### config.mk
export PLATFORM = sky130hd
export DESIGN_NAME = sha1_message_digest
export DESIGN_NICKNAME = d
export VERILOG_FILES = /design/src/rtl/core/sha1_pkg.sv /design/src/rtl/core/sha1_ctrl.sv /design/src/rtl/core/sha1_dp.sv /design/src/rtl/core/sha1_message_digest.sv
export SDC_FILE = /design/constraint.sdc
export NUM_CORES = 2
export LEC_CHECK = 0
export ABC_AREA = 1
export BUFFER_PORTS_ARGS = -buffer_cell sky130_fd_sc_hd__clkbuf_2
export CAP_MARGIN = 15
export CORE_ASPECT_RATIO = 0.5
export CORE_MARGIN = 10
export CORE_UTILIZATION = 40
export CTS_CLUSTER_DIAMETER = 30
export DETAILED_ROUTE_END_ITERATION = 16
export PLACE_DENSITY = 0.6
export SYNTH_ARGS = -nofsm -noshare
export SYNTH_HDL_FRONTEND = slang
export SYNTH_SLANG_ARGS = --single-unit
### constraint.sdc
create_clock -name i_clk -period 31.4 [get_ports i_clk]
set_input_delay 3.14 -clock i_clk [delete_from_list [all_inputs] [get_ports i_clk]]
set_output_delay 3.14 -clock i_clk [all_outputs]
set_load 0.1 [all_outputs]
### src/rtl/core/sha1_pkg.sv
`timescale 1ns / 1ps
`default_nettype none
// ----------------------------------------------------------------------------
// sha1_pkg
// Shared types, constants and round helpers for the SHA-1 message digest core.
// ----------------------------------------------------------------------------
package sha1_pkg;

    localparam int unsigned WORD_W  = 32;
    localparam int unsigned BLOCK_W = 512;
    localparam int unsigned POS_W   = 6;
    localparam int unsigned RND_W   = 7;
    localparam int unsigned COUNT_W = 61;

    localparam logic [POS_W-1:0] POS_LAST    = 6'd63;
    localparam logic [POS_W-1:0] POS_LEN     = 6'd56;
    localparam logic [RND_W-1:0] RND_LAST    = 7'd79;
    localparam logic [RND_W-1:0] RND_PHASE1  = 7'd20;
    localparam logic [RND_W-1:0] RND_PHASE2  = 7'd40;
    localparam logic [RND_W-1:0] RND_PHASE3  = 7'd60;
    localparam logic [7:0]       PAD_MARK    = 8'h80;

    localparam logic [WORD_W-1:0] IV0 = 32'h67452301;
    localparam logic [WORD_W-1:0] IV1 = 32'hEFCDAB89;
    localparam logic [WORD_W-1:0] IV2 = 32'h98BADCFE;
    localparam logic [WORD_W-1:0] IV3 = 32'h10325476;
    localparam logic [WORD_W-1:0] IV4 = 32'hC3D2E1F0;

    typedef enum logic [1:0] {
        PH_CH  = 2'd0,
        PH_XOR = 2'd1,
        PH_MAJ = 2'd2,
        PH_PAR = 2'd3
    } t_phase;

    typedef enum logic [2:0] {
        S_IDLE    = 3'd0,
        S_PAD80   = 3'd1,
        S_PADZERO = 3'd2,
        S_PADLEN  = 3'd3,
        S_ROUND   = 3'd4,
        S_UPDATE  = 3'd5,
        S_OUT     = 3'd6
    } t_state;

    typedef enum logic [1:0] {
        SRC_DATA = 2'd0,
        SRC_MARK = 2'd1,
        SRC_ZERO = 2'd2,
        SRC_LEN  = 2'd3
    } t_src;

    typedef struct packed {
        logic   shift;
        t_src   src;
        logic   load_rounds;
        logic   round;
        t_phase phase;
        logic   update;
        logic   finish;
    } t_cmd;

    typedef struct packed {
        logic [POS_W-1:0] pos;
        logic             out_full;
    } t_status;

    function automatic logic [WORD_W-1:0] iv_word(input logic [2:0] idx);
        logic [WORD_W-1:0] v;
        case (idx)
            3'd0:    v = IV0;
            3'd1:    v = IV1;
            3'd2:    v = IV2;
            3'd3:    v = IV3;
            default: v = IV4;
        endcase
        return v;
    endfunction

    function automatic logic [WORD_W-1:0] round_k(input t_phase ph);
        logic [WORD_W-1:0] k;
        case (ph)
            PH_CH:   k = 32'h5A827999;
            PH_XOR:  k = 32'h6ED9EBA1;
            PH_MAJ:  k = 32'h8F1BBCDC;
            PH_PAR:  k = 32'hCA62C1D6;
            default: k = 32'h5A827999;
        endcase
        return k;
    endfunction

endpackage
`default_nettype wire

### src/rtl/core/sha1_ctrl.sv
`timescale 1ns / 1ps
`default_nettype none
// ----------------------------------------------------------------------------
// sha1_ctrl
// Sequencer: word intake, padding, 80-round compression and digest hand-off.
// ----------------------------------------------------------------------------
module sha1_ctrl (
    input  wire logic              i_clk,
    input  wire logic              i_rst_n,
    input  wire logic              i_valid,
    input  wire logic              i_byte_present,
    input  wire logic              i_final_item,
    input  wire sha1_pkg::t_status i_status,
    output logic                   o_ready,
    output sha1_pkg::t_cmd         o_cmd
);

    sha1_pkg::t_state                r_state, n_state;
    sha1_pkg::t_state                r_ret, n_ret;
    logic [sha1_pkg::RND_W-1:0]      r_rnd, n_rnd;

    logic w_acc;
    logic w_full;
    logic w_out_free;

    assign w_acc      = i_valid && (r_state == sha1_pkg::S_IDLE);
    assign w_full     = (i_status.pos == sha1_pkg::POS_LAST);
    assign w_out_free = !i_status.out_full;

    // next state
    always_comb begin
        n_state = r_state;
        n_ret   = r_ret;
        n_rnd   = r_rnd;
        case (r_state)
            sha1_pkg::S_IDLE: begin
                if (w_acc) begin
                    if (i_byte_present && w_full) begin
                        n_state = sha1_pkg::S_ROUND;
                        n_rnd   = '0;
                        n_ret   = i_final_item ? sha1_pkg::S_PAD80 : sha1_pkg::S_IDLE;
                    end else if (i_final_item) begin
                        n_state = sha1_pkg::S_PAD80;
                    end
                end
            end
            sha1_pkg::S_PAD80: begin
                if (w_full) begin
                    n_state = sha1_pkg::S_ROUND;
                    n_rnd   = '0;
                    n_ret   = sha1_pkg::S_PADZERO;
                end else begin
                    n_state = sha1_pkg::S_PADZERO;
                end
            end
            sha1_pkg::S_PADZERO: begin
                if (i_status.pos == sha1_pkg::POS_LEN) begin
                    n_state = sha1_pkg::S_PADLEN;
                end else if (w_full) begin
                    n_state = sha1_pkg::S_ROUND;
                    n_rnd   = '0;
                    n_ret   = sha1_pkg::S_PADZERO;
                end
            end
            sha1_pkg::S_PADLEN: begin
                if (w_full) begin
                    n_state = sha1_pkg::S_ROUND;
                    n_rnd   = '0;
                    n_ret   = sha1_pkg::S_OUT;
                end
            end
            sha1_pkg::S_ROUND: begin
                n_rnd = r_rnd + 1'b1;
                if (r_rnd == sha1_pkg::RND_LAST) begin
                    n_state = sha1_pkg::S_UPDATE;
                end
            end
            sha1_pkg::S_UPDATE: begin
                n_state = r_ret;
            end
            sha1_pkg::S_OUT: begin
                if (w_out_free || i_status.out_full) begin
                    // wait until the output register can take the digest
                    if (w_out_free) begin
                        n_state = sha1_pkg::S_IDLE;
                    end
                end
            end
            default: begin
                n_state = sha1_pkg::S_IDLE;
            end
        endcase
    end

    // outputs
    always_comb begin
        o_ready           = (r_state == sha1_pkg::S_IDLE);
        o_cmd             = '0;
        o_cmd.src         = sha1_pkg::SRC_DATA;
        o_cmd.phase       = sha1_pkg::PH_CH;
        case (r_state)
            sha1_pkg::S_IDLE: begin
                o_cmd.shift       = w_acc && i_byte_present;
                o_cmd.load_rounds = w_acc && i_byte_present && w_full;
            end
            sha1_pkg::S_PAD80: begin
                o_cmd.shift       = 1'b1;
                o_cmd.src         = sha1_pkg::SRC_MARK;
                o_cmd.load_rounds = w_full;
            end
            sha1_pkg::S_PADZERO: begin
                o_cmd.shift       = (i_status.pos != sha1_pkg::POS_LEN);
                o_cmd.src         = sha1_pkg::SRC_ZERO;
                o_cmd.load_rounds = w_full;
            end
            sha1_pkg::S_PADLEN: begin
                o_cmd.shift       = 1'b1;
                o_cmd.src         = sha1_pkg::SRC_LEN;
                o_cmd.load_rounds = w_full;
            end
            sha1_pkg::S_ROUND: begin
                o_cmd.round = 1'b1;
                if (r_rnd < sha1_pkg::RND_PHASE1) begin
                    o_cmd.phase = sha1_pkg::PH_CH;
                end else if (r_rnd < sha1_pkg::RND_PHASE2) begin
                    o_cmd.phase = sha1_pkg::PH_XOR;
                end else if (r_rnd < sha1_pkg::RND_PHASE3) begin
                    o_cmd.phase = sha1_pkg::PH_MAJ;
                end else begin
                    o_cmd.phase = sha1_pkg::PH_PAR;
                end
            end
            sha1_pkg::S_UPDATE: begin
                o_cmd.update = 1'b1;
            end
            sha1_pkg::S_OUT: begin
                o_cmd.finish = w_out_free;
            end
            default: begin
                o_cmd = '0;
            end
        endcase
    end

    always_ff @(posedge i_clk) begin
        if (!i_rst_n) begin
            r_state <= sha1_pkg::S_IDLE;
            r_ret   <= sha1_pkg::S_IDLE;
            r_rnd   <= '0;
        end else begin
            r_state <= n_state;
            r_ret   <= n_ret;
            r_rnd   <= n_rnd;
        end
    end

endmodule
`default_nettype wire

### src/rtl/core/sha1_dp.sv
`timescale 1ns / 1ps
`default_nettype none
// ----------------------------------------------------------------------------
// sha1_dp
// Datapath: block shift register and message schedule, round unit,
// chaining value, length counter and digest output register.
// ----------------------------------------------------------------------------
module sha1_dp (
    input  wire logic                          i_clk,
    input  wire logic                          i_rst_n,
    input  wire sha1_pkg::t_cmd                i_cmd,
    input  wire logic [7:0]                    i_data_byte,
    input  wire logic                          i_ready,
    output sha1_pkg::t_status                  o_status,
    output logic                               o_valid,
    output logic [sha1_pkg::WORD_W-1:0]        o_digest_word0,
    output logic [sha1_pkg::WORD_W-1:0]        o_digest_word1,
    output logic [sha1_pkg::WORD_W-1:0]        o_digest_word2,
    output logic [sha1_pkg::WORD_W-1:0]        o_digest_word3,
    output logic [sha1_pkg::WORD_W-1:0]        o_digest_word4
);

    logic [sha1_pkg::BLOCK_W-1:0]   r_blk;
    logic [sha1_pkg::WORD_W-1:0]    r_h   [5];
    logic [sha1_pkg::WORD_W-1:0]    r_v   [5];
    logic [sha1_pkg::WORD_W-1:0]    r_out [5];
    logic [sha1_pkg::COUNT_W-1:0]   r_count;
    logic [sha1_pkg::POS_W-1:0]     r_pos;
    logic                           r_out_valid;

    logic [63:0]                    w_bits;
    logic [7:0]                     w_byte;
    logic [sha1_pkg::WORD_W-1:0]    w_wt;
    logic [sha1_pkg::WORD_W-1:0]    w_mix;
    logic [sha1_pkg::WORD_W-1:0]    w_next_w;
    logic [sha1_pkg::WORD_W-1:0]    w_f;
    logic [sha1_pkg::WORD_W-1:0]    w_tmp;
    logic [2:0]                     w_len_idx;

    assign w_bits    = {r_count, 3'b000};
    assign w_len_idx = 3'd7 - r_pos[2:0];

    always_comb begin
        case (i_cmd.src)
            sha1_pkg::SRC_DATA: w_byte = i_data_byte;
            sha1_pkg::SRC_MARK: w_byte = sha1_pkg::PAD_MARK;
            sha1_pkg::SRC_ZERO: w_byte = 8'h00;
            sha1_pkg::SRC_LEN:  w_byte = w_bits[{w_len_idx, 3'b000} +: 8];
            default:            w_byte = 8'h00;
        endcase
    end

    // schedule window: word 0 at the top is w[t], word 15 at the bottom
    assign w_wt     = r_blk[511:480];
    assign w_mix    = r_blk[95:64] ^ r_blk[255:224] ^ r_blk[447:416] ^ r_blk[511:480];
    assign w_next_w = {w_mix[30:0], w_mix[31]};

    always_comb begin
        case (i_cmd.phase)
            sha1_pkg::PH_CH:  w_f = (r_v[1] & r_v[2]) | (~r_v[1] & r_v[3]);
            sha1_pkg::PH_MAJ: w_f = (r_v[1] & r_v[2]) | (r_v[1] & r_v[3]) | (r_v[2] & r_v[3]);
            sha1_pkg::PH_XOR: w_f = r_v[1] ^ r_v[2] ^ r_v[3];
            sha1_pkg::PH_PAR: w_f = r_v[1] ^ r_v[2] ^ r_v[3];
            default:          w_f = r_v[1] ^ r_v[2] ^ r_v[3];
        endcase
    end

    assign w_tmp = {r_v[0][26:0], r_v[0][31:27]} + w_f + r_v[4] + w_wt
                 + sha1_pkg::round_k(i_cmd.phase);

    // block and schedule
    always_ff @(posedge i_clk) begin
        if (i_cmd.shift) begin
            r_blk <= {r_blk[sha1_pkg::BLOCK_W-9:0], w_byte};
        end else if (i_cmd.round) begin
            r_blk <= {r_blk[sha1_pkg::BLOCK_W-33:0], w_next_w};
        end
    end

    // working variables a..e
    always_ff @(posedge i_clk) begin
        if (i_cmd.load_rounds) begin
            for (int i = 0; i < 5; i++) begin
                r_v[i] <= r_h[i];
            end
        end else if (i_cmd.round) begin
            r_v[0] <= w_tmp;
            r_v[1] <= r_v[0];
            r_v[2] <= {r_v[1][1:0], r_v[1][31:2]};
            r_v[3] <= r_v[2];
            r_v[4] <= r_v[3];
        end
    end

    // chaining value, counters
    always_ff @(posedge i_clk) begin
        if (!i_rst_n) begin
            for (int i = 0; i < 5; i++) begin
                r_h[i] <= sha1_pkg::iv_word(3'(i));
            end
            r_count <= '0;
            r_pos   <= '0;
        end else begin
            if (i_cmd.update) begin
                for (int i = 0; i < 5; i++) begin
                    r_h[i] <= r_h[i] + r_v[i];
                end
            end else if (i_cmd.finish) begin
                for (int i = 0; i < 5; i++) begin
                    r_h[i] <= sha1_pkg::iv_word(3'(i));
                end
            end
            if (i_cmd.finish) begin
                r_count <= '0;
                r_pos   <= '0;
            end else if (i_cmd.shift) begin
                r_pos <= r_pos + 1'b1;
                if (i_cmd.src == sha1_pkg::SRC_DATA) begin
                    r_count <= r_count + 1'b1;
                end
            end
        end
    end

    // digest output register
    always_ff @(posedge i_clk) begin
        if (!i_rst_n) begin
            r_out_valid <= 1'b0;
        end else if (i_cmd.finish) begin
            r_out_valid <= 1'b1;
        end else if (i_ready) begin
            r_out_valid <= 1'b0;
        end
    end

    always_ff @(posedge i_clk) begin
        if (i_cmd.finish) begin
            for (int i = 0; i < 5; i++) begin
                r_out[i] <= r_h[i];
            end
        end
    end

    assign o_status.pos      = r_pos;
    assign o_status.out_full = r_out_valid && !i_ready;

    assign o_valid        = r_out_valid;
    assign o_digest_word0 = r_out[0];
    assign o_digest_word1 = r_out[1];
    assign o_digest_word2 = r_out[2];
    assign o_digest_word3 = r_out[3];
    assign o_digest_word4 = r_out[4];

endmodule
`default_nettype wire

### src/rtl/core/sha1_message_digest.sv
`timescale 1ns / 1ps
`default_nettype none
// ----------------------------------------------------------------------------
// sha1_message_digest
// Streaming SHA-1 hasher, one message byte per input word, digest out.
// ----------------------------------------------------------------------------
// Bytes are taken one per cycle while a 512-bit block fills. The 64th byte of
// a block starts the compression on a single round unit: 80 rounds, one per
// cycle, then the chaining add; input stalls until the block is folded in.
// A word with i_final_item set starts padding, with intake held off, which
// shifts in pad bytes up to the end of the block, then one compression (two
// when the message ends at block position 56 or later); once the output
// register is free, the digest is loaded into it. The digest sits in an output
// register, so the next message can start while it waits to be taken.
module sha1_message_digest (
    input  wire logic        i_clk,
    input  wire logic        i_rst_n,
    input  wire logic        i_valid,
    output logic             o_ready,
    input  wire logic [7:0]  i_data_byte,
    input  wire logic        i_byte_present,
    input  wire logic        i_final_item,
    output logic             o_valid,
    input  wire logic        i_ready,
    output logic [31:0]      o_digest_word0,
    output logic [31:0]      o_digest_word1,
    output logic [31:0]      o_digest_word2,
    output logic [31:0]      o_digest_word3,
    output logic [31:0]      o_digest_word4
);

    sha1_pkg::t_cmd    w_cmd;
    sha1_pkg::t_status w_status;

    sha1_ctrl u_ctrl (
        .i_clk          (i_clk),
        .i_rst_n        (i_rst_n),
        .i_valid        (i_valid),
        .i_byte_present (i_byte_present),
        .i_final_item   (i_final_item),
        .i_status       (w_status),
        .o_ready        (o_ready),
        .o_cmd          (w_cmd)
    );

    sha1_dp u_dp (
        .i_clk          (i_clk),
        .i_rst_n        (i_rst_n),
        .i_cmd          (w_cmd),
        .i_data_byte    (i_data_byte),
        .i_ready        (i_ready),
        .o_status       (w_status),
        .o_valid        (o_valid),
        .o_digest_word0 (o_digest_word0),
        .o_digest_word1 (o_digest_word1),
        .o_digest_word2 (o_digest_word2),
        .o_digest_word3 (o_digest_word3),
        .o_digest_word4 (o_digest_word4)
    );

    logic w_in_acc;
    assign w_in_acc = i_valid && o_ready;

    // final word always leads into padding, never straight back to intake
    a_final_stalls: assert property (@(posedge i_clk) disable iff (!i_rst_n)
        w_in_acc && i_final_item |=> !o_ready)
        else $error("input ready right after final word");

    // a byte that does not close a block keeps intake open
    a_byte_no_stall: assert property (@(posedge i_clk) disable iff (!i_rst_n)
        w_in_acc && i_byte_present && !i_final_item
        && w_status.pos != sha1_pkg::POS_LAST |=> o_ready)
        else $error("intake stalled mid-block");

    // a new digest only appears on a block boundary
    a_digest_aligned: assert property (@(posedge i_clk) disable iff (!i_rst_n)
        $rose(o_valid) |-> w_status.pos == '0)
        else $error("digest issued off block boundary");

endmodule
`default_nettype wire

==> summary.md <==
| Metric | Value |
|---|---|
| Global placement routability congestion | `0.960` |
| Pwr dens | `79.6 nW/um^2` |
| Setup_tns | `0 ps` |
| Final Hold Viols | `0` |
| Number of global-route vias before repair | `46.2k` |
| Critical path class | `input pin to flip-flop` |
| Tightest Pin Transition | `1160 ps` |
| CP Launch Type | `input pin` |
| Internal | `3.66 mW` |
| Mapped cell area | `61600 um^2` |
| Worst clock skew | `63.5 ps` |
| Dpl hpwl | `137 mm` |
| Syn nets | `7540` |
| Reg2reg path depth | `25` |
| Final max-slew violation count | `0` |
| Final Cycle Share | `0.263` |
| Synthesized instance count | `7171` |
| Setup Buffers After CTS | `0` |
| Antenna violations before repair | `4` |
| Routed WL | `187 mm` |
| Leakage power | `29.4 nW` |
| DIE HEIGHT | `297 um` |
| CTS H-tree depth | `4` |
| Routed len/inst | `19.6 um` |
| Multi-input logic area | `26700 um^2` |
| Storage cell area | `31400 um^2` |
| Num CTS Buffers | `172` |
| DRT Pass-1 Iters | `6` |
| Seq pwr share | `0.395` |
| Largest net degree at the start of global routing | `250` |
| GRT Total Usage | `0.211` |
| CP Max Fanout | `177` |
| CTS clk-pin slew, worst paths | `60 ps` |
| Core ar. | `152000 um^2` |
| Slew HR | `0.230` |
| Vias | `49.4k` |
| Status | `finished clean` |
| First-pass GRT wire length | `282 mm` |
| Sw frac | `0.347` |
| Hold Path Depth | `2` |
| Post-route ant nets | `0` |
| Time the worst path needs with I/O delays and setup | `8270 ps` |
| Final setup vio count | `0` |
| Die area | `171000 um^2` |
| # IOs | `176` |
| Clock root buffer | `clkbuf_16` |
| Hold crit path type | `flip-flop to flip-flop` |
| Final #Nets | `7714` |
| Clk_lat worst skew | `800 ps` |
| # fillers | `14.8k` |
| Clk sinks | `1073` |
| Fmax | `0.121 GHz` |
| Number of enable flip-flop cells after synthesis | `992` |
| Avg Cell Area, Syn | `8.59 um^2` |
| Vias per Instance | `5.18` |
| CTS Buffer Depth | `3` |
| Worst EP required | `31810 ps` |
| Initial drt markers | `5455` |
| Count of cell types in the netlist | `50` |
| Max-cap violations | `0` |
| Hold_buf cts | `0` |
| RSZ-0062 raised after global routing | `no` |
| Drc violations | `0` |
| Die X | `575 um` |
| CTS tree | `yes` |
| Register area share after synthesis | `0.510` |
| Clock power frac | `0.349` |
| VDD IR-drop max | `0.0602 mV` |
| Syn. warnings | `0` |
| Comb power frac | `0.256` |
| Crit. End Element | `flip-flop` |
| Top FF cell, synth | `edfxtp_1` |
| Synth async-reset ratio | `0` |
| Worst path arrival time | `8670 ps` |
| Overall power | `5.60 mW` |
| Cts repair resizes | `0` |
| Share of cells above drive strength 1 | `0.0745` |
| Initial Util | `0.404` |
| Switching power | `1.94 mW` |
| Gr ovfl total | `0` |
| Yosys reg bits | `1073` |
| Port Buffers | `175` |
| Area grow syn2layout | `14.2%` |
| Site row count | `101` |
==> routing by layer <==
layer / vias up / part of all wire / track usage
met2: 1617 / 0.45 / 0.326
met5: - / 0.000064 / 0
met4: 2 / 0.030 / 0.0650
met3: 299 / 0.078 / 0.0388
met1: 23500 / 0.45 / 0.300
li1: 24000 / - / -
==> critical path: stages <==
cell,delay (ps)
clkbuf_2,90
inv_1,90
nor2_4,140
nand2_4,340
nand3_4,630
inv_8,440
nand2_4,840
buf_4,920
buf_4,830
buf_4,920
==> path summary, 6_finish.rpt <==
| check | startpoint | to | slack (ps) |
|---|---|---|---|
| hold / removal | u_dp.r_pos[5]$_SDFFE_PP0P_ | u_dp.r_pos[5]$_SDFFE_PP0P_ | 450 |
| setup / recovery | i_byte_present | u_dp.r_blk[140]$_DFFE_PP_ | 23130 |
| setup reg to reg | u_ctrl.r_state[1]$_SDFFE_PN0P_ | u_dp.r_v[0][29]$_DFFE_PP_ | 23750 |
| hold reg to reg | u_dp.r_pos[5]$_SDFFE_PP0P_ | u_dp.r_pos[5]$_SDFFE_PP0P_ | 450 |
==> power groups by stage <==
stage               clock, mW  combinational, mW  sequential, mW
CTS                      1.98               1.44            2.21
finish                   1.95               1.43            2.21
global route             2.05               1.63            2.24
global placement            0               1.42            2.23
floorplan                   0               1.08            2.25
detailed placement          0               1.43            2.23
==> per-stage QoR <==
stage / setup slack (ps) / hold WS, ps / cell area (um^2) / std cells / util
finish: 23130 / 453 / 70300 / 9552 / 0.462
global placement: 22230 / 435 / 64300 / 9231 / 0.422
detailed placement: 22210 / 442 / 64300 / 9231 / 0.422
CTS: 23090 / 454 / 70300 / 9551 / 0.461
global route: 22640 / 477 / 70300 / 9551 / 0.461
floorplan: 8040 / 424 / 61600 / 7171 / -
==> layout make-up <==
class | count | area share
tap | 2060 | 0.0366
clock inverter | 134 | 0.0221
inverter | 665 | 0.0357
sequential | 1073 | 0.447
multi-input combinational | 5226 | 0.380
antenna | 1 | 0.0000356
clock buffer | 186 | 0.0630
timing repair buffer | 207 | 0.0164
==> flip-flops by register name, indices dropped and copies added, names as in the netlist <==
name            cells
u_ctrl.r_ret        3
u_ctrl.r_rnd        7
u_ctrl.r_state      3
u_dp.o_valid        1
u_dp.r_blk        512
u_dp.r_count       61
u_dp.r_h          160
u_dp.r_out        160
u_dp.r_pos          6
u_dp.r_v          160
==> synthesized netlist by cell type (2+ instances only) <==
| cell type | instances | area share |
|---|---|---|
| nand2_1 | 2852 | 0.17 |
| edfxtp_1 | 992 | 0.48 |
| inv_1 | 658 | 0.040 |
| nor2_1 | 525 | 0.032 |
| a21oi_1 | 385 | 0.031 |
| nand3_1 | 321 | 0.026 |
| o21ai_0 | 314 | 0.026 |
| ha_1 | 230 | 0.047 |
| buf_2 | 133 | 0.011 |
| fa_1 | 125 | 0.041 |
| xnor2_1 | 118 | 0.017 |
| dfxtp_1 | 81 | 0.026 |
| nand4_1 | 67 | 0.0068 |
| clkbuf_1 | 57 | 0.0035 |
| nor3_1 | 53 | 0.0043 |
| o21bai_1 | 30 | 0.0037 |
| o21a_1 | 28 | 0.0034 |
| xor2_1 | 25 | 0.0036 |
| o211ai_1 | 21 | 0.0026 |
| or2_2 | 21 | 0.0021 |
| a21o_1 | 19 | 0.0023 |
| a21boi_0 | 12 | 0.0015 |
| buf_6 | 11 | 0.0020 |
| nand3b_1 | 10 | 0.0012 |
| nor4_1 | 10 | 0.0010 |
| a31oi_1 | 6 | 0.00061 |
| inv_2 | 6 | 0.00037 |
| nor2_2 | 6 | 0.00061 |
| nor3b_1 | 6 | 0.00073 |
| a211oi_1 | 5 | 0.00061 |
| and2_1 | 5 | 0.00051 |
| nor2_4 | 4 | 0.00073 |
| nor3_2 | 4 | 0.00065 |
| o21ai_1 | 4 | 0.00033 |
| and3_1 | 3 | 0.00030 |
| buf_1 | 3 | 0.00018 |
| buf_4 | 3 | 0.00037 |
| nand2_2 | 3 | 0.00030 |
| nand2b_1 | 3 | 0.00030 |
| o31ai_1 | 2 | 0.00024 |
==> cells by family after synthesis <==
family	share of synthesized area
buf+inv	0.0574
flops	0.510
compound gates	0.0728
xor+xnor	0.0203
simple gates	0.252
fa+ha+maj	0.0874
==> cells in the final DEF, fill, tap and decap left out, types with 5 or more instances in the layout <==
master | synthesis | layout
a31oi_1 | 6 | 6
xor2_1 | 25 | 25
o21bai_1 | 30 | 30
o21a_1 | 28 | 28
inv_8 | 0 | 20
bufinv_16 | 0 | 16
xnor2_1 | 118 | 118
clkbuf_2 | 0 | 175
fa_1 | 125 | 125
and2_1 | 5 | 5
nor3_1 | 53 | 53
clkinvlp_4 | 0 | 20
o211ai_1 | 21 | 21
nor3b_1 | 6 | 6
o21ai_0 | 314 | 314
a21boi_0 | 12 | 12
a21oi_1 | 385 | 385
nor4_1 | 10 | 9
nand4_1 | 67 | 67
clkinv_4 | 0 | 17
edfxtp_1 | 992 | 992
a211oi_1 | 5 | 5
a21o_1 | 19 | 19
clkbuf_1 | 57 | 9
nor2_2 | 6 | 6
ha_1 | 230 | 229
dfxtp_1 | 81 | 81
inv_1 | 658 | 657
clkbuf_16 | 0 | 174
nand2_1 | 2852 | 2850
inv_6 | 0 | 22
nor2_4 | 4 | 5
nand3b_1 | 10 | 10
or2_2 | 21 | 21
buf_4 | 3 | 29
clkinv_1 | 1 | 14
nor2_1 | 525 | 524
nand3_1 | 321 | 321
clkinv_2 | 0 | 18
Power figures use the tool's default switching activity.
